## config.mk

```make
export PLATFORM = sky130hd
export DESIGN_NAME = zip_central_directory_parser
export DESIGN_NICKNAME = d
export VERILOG_FILES = /design/src/rtl/zcd_pkg.sv /design/src/rtl/zcd_front.sv /design/src/rtl/zcd_queue.sv /design/src/rtl/zip_central_directory_parser.sv
export SDC_FILE = /design/constraint.sdc
export NUM_CORES = 2
export LEC_CHECK = 0
export BUFFER_PORTS_ARGS = -buffer_cell sky130_fd_sc_hd__buf_2
export CAP_MARGIN = 20
export CORE_AREA = 2 2 477 479
export CTS_CLUSTER_SIZE = 28
export DETAILED_ROUTE_END_ITERATION = 12
export DIE_AREA = 0 0 479 481
export SYNTH_ARGS = -nofsm -noshare
export SYNTH_HDL_FRONTEND = slang
export SYNTH_SLANG_ARGS = --single-unit
```

## constraint.sdc

```tcl
create_clock -name clk -period 12.2 [get_ports clk]
set_input_delay 2.44 -clock clk [delete_from_list [all_inputs] [get_ports clk]]
set_output_delay 2.44 -clock clk [all_outputs]
set_load 0.05 [all_outputs]
```

## src/rtl/zcd_pkg.sv

```systemverilog
// Shared types and constants for the ZIP central directory parser.
// No dependencies; imported by every module of the block.
package zcd_pkg;

  localparam logic [1:0]  KIND_NAME  = 2'd0;
  localparam logic [1:0]  KIND_ENTRY = 2'd1;
  localparam logic [1:0]  KIND_ERROR = 2'd2;

  localparam logic [31:0] CD_SIGNATURE = 32'h02014b50;
  localparam logic [15:0] ZIP64_ID     = 16'h0001;
  localparam logic [31:0] ZIP64_MARK   = 32'hFFFFFFFF;
  localparam logic [15:0] HDR_LAST     = 16'd45;

  localparam int unsigned QUEUE_DEPTH = 4;
  localparam int unsigned QPTR_W      = 2;

  typedef struct packed {
    logic [1:0]  kind;
    logic [7:0]  name_byte;
    logic [15:0] name_length;
    logic [63:0] compressed_size;
    logic [63:0] uncompressed_size;
    logic [63:0] local_header_offset;
    logic [15:0] compression_method;
    logic [31:0] crc_value;
    logic [31:0] entry_index;
    logic        last_entry;
  } res_t;

endpackage

```

## src/rtl/zcd_front.sv

```systemverilog
// Front end of the ZIP central directory parser: byte classification,
// header capture, Zip64 substitution and result generation. Uses zcd_pkg.
module zcd_front #(
  parameter int COUNT_WIDTH = 32
) (
  input  logic          clk,
  input  logic          rst_n,
  input  logic          cfg_we,
  input  logic [31:0]   cfg_wdata,
  input  logic          byte_vld,
  input  logic [7:0]    byte_in,
  output logic          res_vld,
  output zcd_pkg::res_t res
);
  import zcd_pkg::*;

  typedef enum logic [1:0] {PH_HDR, PH_NAME, PH_EXTRA, PH_CMT} phase_t;

  phase_t                 phase_r, phase_nxt;
  logic [15:0]            pos_r, pos_nxt;
  logic [23:0]            sig_r, sig_nxt;
  logic [15:0]            method_r, method_nxt;
  logic [31:0]            crc_r, crc_nxt;
  logic [31:0]            csz_r, csz_nxt;
  logic [31:0]            usz_r, usz_nxt;
  logic [31:0]            off_r, off_nxt;
  logic [15:0]            nlen_r, nlen_nxt;
  logic [15:0]            xlen_r, xlen_nxt;
  logic [15:0]            clen_r, clen_nxt;
  logic [15:0]            xid_r, xid_nxt;
  logic [15:0]            xsz_r, xsz_nxt;
  logic [4:0]             xcons_r, xcons_nxt;
  logic [63:0]            acc_r, acc_nxt;
  logic [63:0]            subs_r [3];
  logic [63:0]            subs_nxt [3];
  logic [COUNT_WIDTH-1:0] done_r, done_nxt;
  logic [31:0]            ecount_r;
  logic                   halt_r, halt_nxt;
  logic                   res_vld_nxt;
  res_t                   res_nxt;

  logic [COUNT_WIDTH-1:0] ecm;
  logic [16:0]            pos_inc;
  logic [15:0]            d, diff;
  logic [2:0]             off3, need;
  logic [1:0]             slot;
  logic                   active;

  function automatic logic [1:0] needy(input logic [2:0] f, input logic [1:0] k);
    logic [1:0] cnt;
    logic [1:0] r;
    begin
      cnt = 2'd0;
      r   = 2'd3;
      for (int s = 0; s < 3; s++) begin
        if (f[s]) begin
          if (cnt == k && r == 2'd3) r = 2'(s);
          cnt = cnt + 2'd1;
        end
      end
      return r;
    end
  endfunction

  assign ecm     = COUNT_WIDTH'(ecount_r);
  assign active  = byte_vld && !halt_r && (done_r != ecm);
  assign pos_inc = {1'b0, pos_r} + 17'd1;
  assign d       = pos_r - 16'd4;
  assign diff    = d - {11'd0, xcons_r};
  assign off3    = diff[2:0];
  assign need    = {off_r == ZIP64_MARK, csz_r == ZIP64_MARK, usz_r == ZIP64_MARK};
  assign slot    = needy(need, xcons_r[4:3]);

  always_comb begin
    logic       fin;
    logic [7:0] fin_nb;
    phase_nxt   = phase_r;
    pos_nxt     = pos_r;
    sig_nxt     = sig_r;
    method_nxt  = method_r;
    crc_nxt     = crc_r;
    csz_nxt     = csz_r;
    usz_nxt     = usz_r;
    off_nxt     = off_r;
    nlen_nxt    = nlen_r;
    xlen_nxt    = xlen_r;
    clen_nxt    = clen_r;
    xid_nxt     = xid_r;
    xsz_nxt     = xsz_r;
    xcons_nxt   = xcons_r;
    acc_nxt     = acc_r;
    subs_nxt    = subs_r;
    done_nxt    = done_r;
    halt_nxt    = halt_r;
    res_vld_nxt = 1'b0;
    res_nxt     = '0;
    fin         = 1'b0;
    fin_nb      = 8'd0;

    res_nxt.name_length        = nlen_r;
    res_nxt.compression_method = method_r;
    res_nxt.crc_value          = crc_r;
    res_nxt.entry_index        = 32'(done_r);
    res_nxt.last_entry         = (done_r + COUNT_WIDTH'(1)) == ecm;

    if (active) begin
      case (phase_r)
        PH_HDR: begin
          pos_nxt = pos_inc[15:0];
          case (pos_r)
            16'd0:  sig_nxt[7:0]      = byte_in;
            16'd1:  sig_nxt[15:8]     = byte_in;
            16'd2:  sig_nxt[23:16]    = byte_in;
            16'd10: method_nxt[7:0]   = byte_in;
            16'd11: method_nxt[15:8]  = byte_in;
            16'd16: crc_nxt[7:0]      = byte_in;
            16'd17: crc_nxt[15:8]     = byte_in;
            16'd18: crc_nxt[23:16]    = byte_in;
            16'd19: crc_nxt[31:24]    = byte_in;
            16'd20: csz_nxt[7:0]      = byte_in;
            16'd21: csz_nxt[15:8]     = byte_in;
            16'd22: csz_nxt[23:16]    = byte_in;
            16'd23: csz_nxt[31:24]    = byte_in;
            16'd24: usz_nxt[7:0]      = byte_in;
            16'd25: usz_nxt[15:8]     = byte_in;
            16'd26: usz_nxt[23:16]    = byte_in;
            16'd27: usz_nxt[31:24]    = byte_in;
            16'd28: nlen_nxt[7:0]     = byte_in;
            16'd29: nlen_nxt[15:8]    = byte_in;
            16'd30: xlen_nxt[7:0]     = byte_in;
            16'd31: xlen_nxt[15:8]    = byte_in;
            16'd32: clen_nxt[7:0]     = byte_in;
            16'd33: clen_nxt[15:8]    = byte_in;
            16'd42: off_nxt[7:0]      = byte_in;
            16'd43: off_nxt[15:8]     = byte_in;
            16'd44: off_nxt[23:16]    = byte_in;
            16'd45: off_nxt[31:24]    = byte_in;
            default: ;
          endcase
          if (pos_r == 16'd3 && {byte_in, sig_r} != CD_SIGNATURE) begin
            halt_nxt           = 1'b1;
            res_vld_nxt        = 1'b1;
            res_nxt            = '0;
            res_nxt.kind       = KIND_ERROR;
            res_nxt.entry_index = 32'(done_r);
          end else if (pos_r == HDR_LAST) begin
            subs_nxt[0] = {32'd0, usz_r};
            subs_nxt[1] = {32'd0, csz_r};
            subs_nxt[2] = {32'd0, byte_in, off_r[23:0]};
            xid_nxt     = 16'd0;
            xsz_nxt     = 16'd0;
            xcons_nxt   = 5'd0;
            acc_nxt     = 64'd0;
            pos_nxt     = 16'd0;
            if (nlen_r != 16'd0)      phase_nxt = PH_NAME;
            else if (xlen_r != 16'd0) phase_nxt = PH_EXTRA;
            else if (clen_r != 16'd0) phase_nxt = PH_CMT;
            else                      fin = 1'b1;
          end
        end
        PH_NAME: begin
          pos_nxt = pos_inc[15:0];
          if (pos_inc >= {1'b0, nlen_r}) begin
            pos_nxt = 16'd0;
            if (xlen_r != 16'd0)      phase_nxt = PH_EXTRA;
            else if (clen_r != 16'd0) phase_nxt = PH_CMT;
            else                      fin = 1'b1;
          end
          fin_nb = byte_in;
          if (!fin) begin
            res_vld_nxt       = 1'b1;
            res_nxt.kind      = KIND_NAME;
            res_nxt.name_byte = byte_in;
          end
        end
        PH_EXTRA: begin
          pos_nxt = pos_inc[15:0];
          if (pos_r == 16'd0)      xid_nxt[7:0]  = byte_in;
          else if (pos_r == 16'd1) xid_nxt[15:8] = byte_in;
          else if (pos_r == 16'd2) xsz_nxt[7:0]  = byte_in;
          else if (pos_r == 16'd3) xsz_nxt[15:8] = byte_in;
          else if (xid_r == ZIP64_ID && d >= {11'd0, xcons_r} && diff < 16'd8) begin
            acc_nxt = ((off3 == 3'd0) ? 64'd0 : acc_r) |
                      ({56'd0, byte_in} << {off3, 3'b000});
            if (off3 == 3'd7 && ({12'd0, xcons_r} + 17'd8) <= {1'b0, xsz_r}
                && slot != 2'd3) begin
              subs_nxt[slot] = acc_nxt;
              xcons_nxt      = xcons_r + 5'd8;
              acc_nxt        = 64'd0;
            end
          end
          if (pos_inc >= {1'b0, xlen_r}) begin
            pos_nxt = 16'd0;
            if (clen_r != 16'd0) phase_nxt = PH_CMT;
            else                 fin = 1'b1;
          end
        end
        default: begin
          pos_nxt = pos_inc[15:0];
          if (pos_inc >= {1'b0, clen_r}) begin
            pos_nxt = 16'd0;
            fin     = 1'b1;
          end
        end
      endcase

      // Close the record: emit the entry and return to header capture.
      if (fin) begin
        res_vld_nxt                 = 1'b1;
        res_nxt.kind                = KIND_ENTRY;
        res_nxt.name_byte           = fin_nb;
        res_nxt.uncompressed_size   = subs_nxt[0];
        res_nxt.compressed_size     = subs_nxt[1];
        res_nxt.local_header_offset = subs_nxt[2];
        done_nxt                    = done_r + COUNT_WIDTH'(1);
        phase_nxt                   = PH_HDR;
        pos_nxt                     = 16'd0;
      end
    end
  end

  always_ff @(posedge clk) begin
    method_r <= method_nxt;
    crc_r    <= crc_nxt;
    csz_r    <= csz_nxt;
    usz_r    <= usz_nxt;
    off_r    <= off_nxt;
    nlen_r   <= nlen_nxt;
    xlen_r   <= xlen_nxt;
    clen_r   <= clen_nxt;
    sig_r    <= sig_nxt;
    res      <= res_nxt;
    if (!rst_n || cfg_we) begin
      phase_r <= PH_HDR;
      pos_r   <= '0;
      xid_r   <= '0;
      xsz_r   <= '0;
      xcons_r <= '0;
      acc_r   <= '0;
      subs_r  <= '{default: '0};
      done_r  <= '0;
      halt_r  <= 1'b0;
      res_vld <= 1'b0;
    end else begin
      phase_r <= phase_nxt;
      pos_r   <= pos_nxt;
      xid_r   <= xid_nxt;
      xsz_r   <= xsz_nxt;
      xcons_r <= xcons_nxt;
      acc_r   <= acc_nxt;
      subs_r  <= subs_nxt;
      done_r  <= done_nxt;
      halt_r  <= halt_nxt;
      res_vld <= res_vld_nxt;
    end
    if (!rst_n)      ecount_r <= '0;
    else if (cfg_we) ecount_r <= cfg_wdata;
  end

endmodule

```

## src/rtl/zcd_queue.sv

```systemverilog
// Result queue between parser front end and output port.
// Uses zcd_pkg for the result record type and depth.
module zcd_queue (
  input  logic          clk,
  input  logic          rst_n,
  input  logic          push,
  input  zcd_pkg::res_t push_data,
  output logic          space,
  output logic          head_vld,
  output zcd_pkg::res_t head,
  input  logic          pop
);
  import zcd_pkg::*;

  res_t            mem [QUEUE_DEPTH];
  logic [QPTR_W-1:0] wr_r, wr_nxt, rd_r, rd_nxt;
  logic [QPTR_W:0]   cnt_r, cnt_nxt;
  logic              do_pop;

  // Leave room for one result still in flight in the front end register.
  assign space    = cnt_r < (QPTR_W + 1)'(QUEUE_DEPTH - 1);
  assign head_vld = cnt_r != '0;
  assign head     = mem[rd_r];
  assign do_pop   = pop && head_vld;

  always_comb begin
    wr_nxt  = push ? wr_r + 1'b1 : wr_r;
    rd_nxt  = do_pop ? rd_r + 1'b1 : rd_r;
    cnt_nxt = cnt_r + (QPTR_W + 1)'(push) - (QPTR_W + 1)'(do_pop);
  end

  always_ff @(posedge clk) begin
    if (push) mem[wr_r] <= push_data;
    if (!rst_n) begin
      wr_r  <= '0;
      rd_r  <= '0;
      cnt_r <= '0;
    end else begin
      wr_r  <= wr_nxt;
      rd_r  <= rd_nxt;
      cnt_r <= cnt_nxt;
    end
  end

endmodule

```

## src/rtl/zip_central_directory_parser.sv

```systemverilog
// Top level of the ZIP central directory parser.
// Instantiates zcd_front and zcd_queue; uses zcd_pkg.
//
// Feed the central directory one byte per transaction on the in_ stream; the
// block takes one byte every cycle while its result queue has room. Each
// byte's result passes the front end register into a four-entry result queue
// that drives the out_ stream directly. A stalled consumer blocks input once
// three results wait in the queue; the fourth entry stays free for the result
// still held in the front end register. Results: a name-byte result per file
// name byte not ending its record, an entry result when a record's name,
// extra and comment are consumed (sizes and offset after Zip64 substitution),
// and one error result on a bad record signature, after which input is
// dropped until cfg_entry_count is written again. Writing cfg_entry_count
// restarts parsing; write it only while no transaction is pending. After the
// configured number of entries further bytes are accepted and dropped.
module zip_central_directory_parser #(
  parameter int COUNT_WIDTH = 32
) (
  input  logic         clk,
  input  logic         rst_n,
  input  logic         cfg_we,
  input  logic [31:0]  cfg_wdata,         // entry_count
  input  logic         in_tvalid,
  output logic         in_tready,
  input  logic [7:0]   in_tdata,          // data_byte
  output logic         out_tvalid,
  input  logic         out_tready,
  output logic [295:0] out_tdata,         // name_byte, name_length,
                                          // compressed_size, uncompressed_size,
                                          // local_header_offset,
                                          // compression_method, crc_value,
                                          // entry_index
  output logic [1:0]   out_tuser,         // result_kind
  output logic         out_tlast          // last_entry
);
  import zcd_pkg::*;

  logic res_vld;
  res_t res, head;
  logic space;

  assign in_tready = space;

  zcd_front #(.COUNT_WIDTH(COUNT_WIDTH)) u_front (
    .clk      (clk),
    .rst_n    (rst_n),
    .cfg_we   (cfg_we),
    .cfg_wdata(cfg_wdata),
    .byte_vld (in_tvalid && in_tready),
    .byte_in  (in_tdata),
    .res_vld  (res_vld),
    .res      (res)
  );

  zcd_queue u_queue (
    .clk      (clk),
    .rst_n    (rst_n),
    .push     (res_vld),
    .push_data(res),
    .space    (space),
    .head_vld (out_tvalid),
    .head     (head),
    .pop      (out_tready)
  );

  // Pack fields lowest first.
  assign out_tdata = {head.entry_index, head.crc_value, head.compression_method,
                      head.local_header_offset, head.uncompressed_size,
                      head.compressed_size, head.name_length, head.name_byte};
  assign out_tuser = head.kind;
  assign out_tlast = head.last_entry;

endmodule
```

==> impl_metrics.toml <==
[synth]
ys_warn_count = 0
synth-adder-area-share = 0.0128
synth_compound_area_frac = 0.0839
synth_xor_area_frac = 0.00960
syn_area_um2 = 78500
ys_ff_latch = 2094
synth_top_family_by_area = "multiplexers"
postSynth.asyncResetShare = 0
syn-instance-count = 4872
ys_seq_area_frac = 0.714
syn_nets = 4997
synthSimpleGateAreaFrac = 0.0598
syn_area_per_cell_um2 = 16.1
synthDistinctLibCells = 89
synthMuxAreaShare = 0.0992
synth_top_flop_cell = "edfxtp_1"
synth-edff-count = 1412

[layout]
final_common_cell = "edfxtp_1"
fin_cells = 8384
final_core_utilization = 0.400
layout_common_cells = "1412 x edfxtp_1, 680 x dfxtp_1, 345 x buf_2"
synthToLayoutAreaGrowth_pct = 15.1
num-nets-final = 5311
drive_above_1_share = 0.201
fin_area_um2 = 90300

[worst_setup_path]
arrival_ns = 7.00
timing.rr.end = "u_front.res[117]"
crit_path_end_kind = "register"
critPathLaunch = "u_front.pos_r[0]"
ff2ff_setup_slack_ns = 5.93
slowest_stage = "buf_4"
cpPeakStageDelay_ns = 0.70
required_ns = 12.93
crit_chain = "ha_1 -> nand3_1 -> or2_2 -> nor2b_1 -> and4_1 -> xnor2_1 -> inv_1 -> ha_1 -> and4_1 -> and4_1 -> a21boi_0 -> nor3_1 -> a211oi_1 -> o311ai_4 -> buf_12 -> o21ba_2 -> buf_4 -> a22o_1"
start_kind = "register"
cp_max_fo = 149
worstRegToRegCells = 18
timing.rr.start = "u_front.pos_r[0]"
critPathMostFrequentCell = "and4_1"
path_class = "reg -> reg"

[sta]
min_period_ns = 6.27
setup_viol = 0
report.final.slew_viol_count = 0
worstMarginPinSlew_ns = 1.09
fin_skew_ns = 0.0753
fmax_ghz = 0.159
hold_viol_final = 0
post-route-period-util = 0.514
rsz0062_at_grt = "no"
slew_headroom = 0.273
holdWs_ns = 0.403
finalSetupTns_ns = 0

[detailed_routing]
drc_errors = 0
first_pass_iters = 6
wire_per_inst_um = 24.4
num_vias = 44500
wl_um = 204000
ant_nets = 0
post_drt_via_cell_ratio = 5.31
drt_iter0_drc = 4082

[global_route]
grt_pass1_wl_um = 297000
grt_usage = 0.172
grt.overflow.total = 0
grt_max_degree = 150
antenna_found_initial = 11
grt_pass1_vias = 43200

[placed_design]
port_buffers = 345
place_congestion = 0.862
dp_hpwl_um = 128000
numPlacedInstances = 7984
placed_cell_area_um2 = 83600

[floorplanning]
rows = 175
die_area_um2 = 230000
coreArea_um2 = 226000
io-pin-count = 346
die_x_um = 479
initial_core_util = 0.348
die_h_um = 481

[pwr]
power.switching_mw = 4.26
power_frac_comb = 0.137
powerDensity_nw_per_um2 = 176
switching_share = 0.267
vdd_ir_drop_max_mv = 0.145
p_leak_nw = 28.9
clkPwrFrac = 0.389
p_seq_frac = 0.474
p_int_mw = 11.7

[min_path]
whs_endpoint = "u_front.res[32]"
hp-start = "u_front.done_r[31]"
hold_depth = 0
hp-class = "reg -> reg"

[clock_tree]
hold_buffers = 0
clk_path_buf_depth = 3
clk_latency_ns = 0.86
cts_root_buf = "clkbuf_16"
clk_pin_slew_worst_paths_ns = 0.06
numCtsBuffers = 205
post_cts_resized = 0
tritoncts = "done"
post_cts_buffers = 0
cts.htree.levels = 4
cts_num_sinks = 2094

[outcome]
status = "finished, final reports clean"

[run]
cap_violations = 0
[cell families (layout without fill, tap and decap cells)]
kind of cell             after synthesis  in the layout
adder cells (fa/ha/maj)               80             80
flip-flops                          2094           2094
XOR/XNOR                              86             86
AO/OA/AOI/OAI                        923            923
AND/OR/NAND/NOR                      884            884
other                                  2             10
multiplexers                         404            404
buffers and inverters                399            894
[Yosys cell counts, types with 43 or more instances]
cell type / number / share of area
a22oi_1: 51 / 0.0049
nor4_1: 43 / 0.0034
nand2_1: 209 / 0.010
buf_1: 51 / 0.0024
xor2_1: 51 / 0.0057
o2bb2ai_1: 163 / 0.018
a21oi_1: 188 / 0.012
ha_1: 79 / 0.013
nand4_1: 52 / 0.0041
edfxtp_1: 1412 / 0.54
clkbuf_1: 228 / 0.011
mux4_2: 299 / 0.086
nand3_1: 98 / 0.0062
nor2_1: 151 / 0.0072
dfxtp_1: 682 / 0.17
mux2i_1: 105 / 0.013
nor2b_1: 95 / 0.0076
a22o_1: 141 / 0.016
o21ai_0: 193 / 0.012
inv_1: 80 / 0.0038
[critical path, delay by kind of cell (launching register included)]
family / cells / cell delay [ns]
xor gates and xnor gates: 1 / 0.14
buffers and inverters: 3 / 1.13
DFF: 1 / 0.62
and+or+nand+nor: 7 / 1.61
adders and majority gates: 2 / 0.86
AOI/OAI and AO/OA: 5 / 1.57
[area by class of cell]
type / instances / area, µm²
Fill cell: 20400 / 135000
Multi-Input combinational cell: 2379 / 21000
Clock inverter: 79 / 815
Timing Repair Buffer: 425 / 2460
Clock buffer: 309 / 5870
Inverter: 81 / 304
Antenna cell: 8 / 20.0
Sequential cell: 2094 / 56100
Tap cell: 3009 / 3760
[per-layer routing]
layer  track usage  routed length (µm)
met1         0.252               94700
met2         0.261               92100
met3        0.0340               13100
met4        0.0450                4280
met5             0                  34
[power by group through the flow]
stage	Combinational (mW)	Clock, mW	Sequential (mW)
floorplan	1.68	0	7.68
finish	2.19	6.19	7.56
global route	2.32	6.62	7.56
detailed placement	2.25	0	7.71
global placement	2.26	0	7.71
CTS	2.26	6.34	7.56
[registers in the layout (all words and copies together) (netlist names), 24 cells and up, named ones only]
name            cells
u_front.subs_r    192
u_front.crc_r      32
u_queue.mem      1196
u_front.ecm        32
u_front.acc_r      64
u_front.res       299
u_front.usz_r      32
u_front.done_r     32
u_front.csz_r      32
u_front.sig_r      24
u_front.off_r      32
[how the worst max path moves through the flow]
stage                         to  slack [ns]
2_1_floorplan  u_queue.mem[0][0]        4.20
3_3_place_gp    u_front.res[132]        6.22
3_5_place_dp    u_front.res[120]        6.19
4_1_cts           out_tdata[146]        5.76
5_1_grt           out_tdata[144]        5.63
6_report        u_front.res[117]        5.93
[metrics by stage]
stage / total power [mW] / setup WS [ns]
global placement: 9.96 / 6.22
CTS: 16.2 / 5.76
floorplan: 9.36 / 4.20
global route: 16.5 / 5.63
finish: 15.9 / 5.93
detailed placement: 9.96 / 6.19
Power figures use the tool's default switching activity.
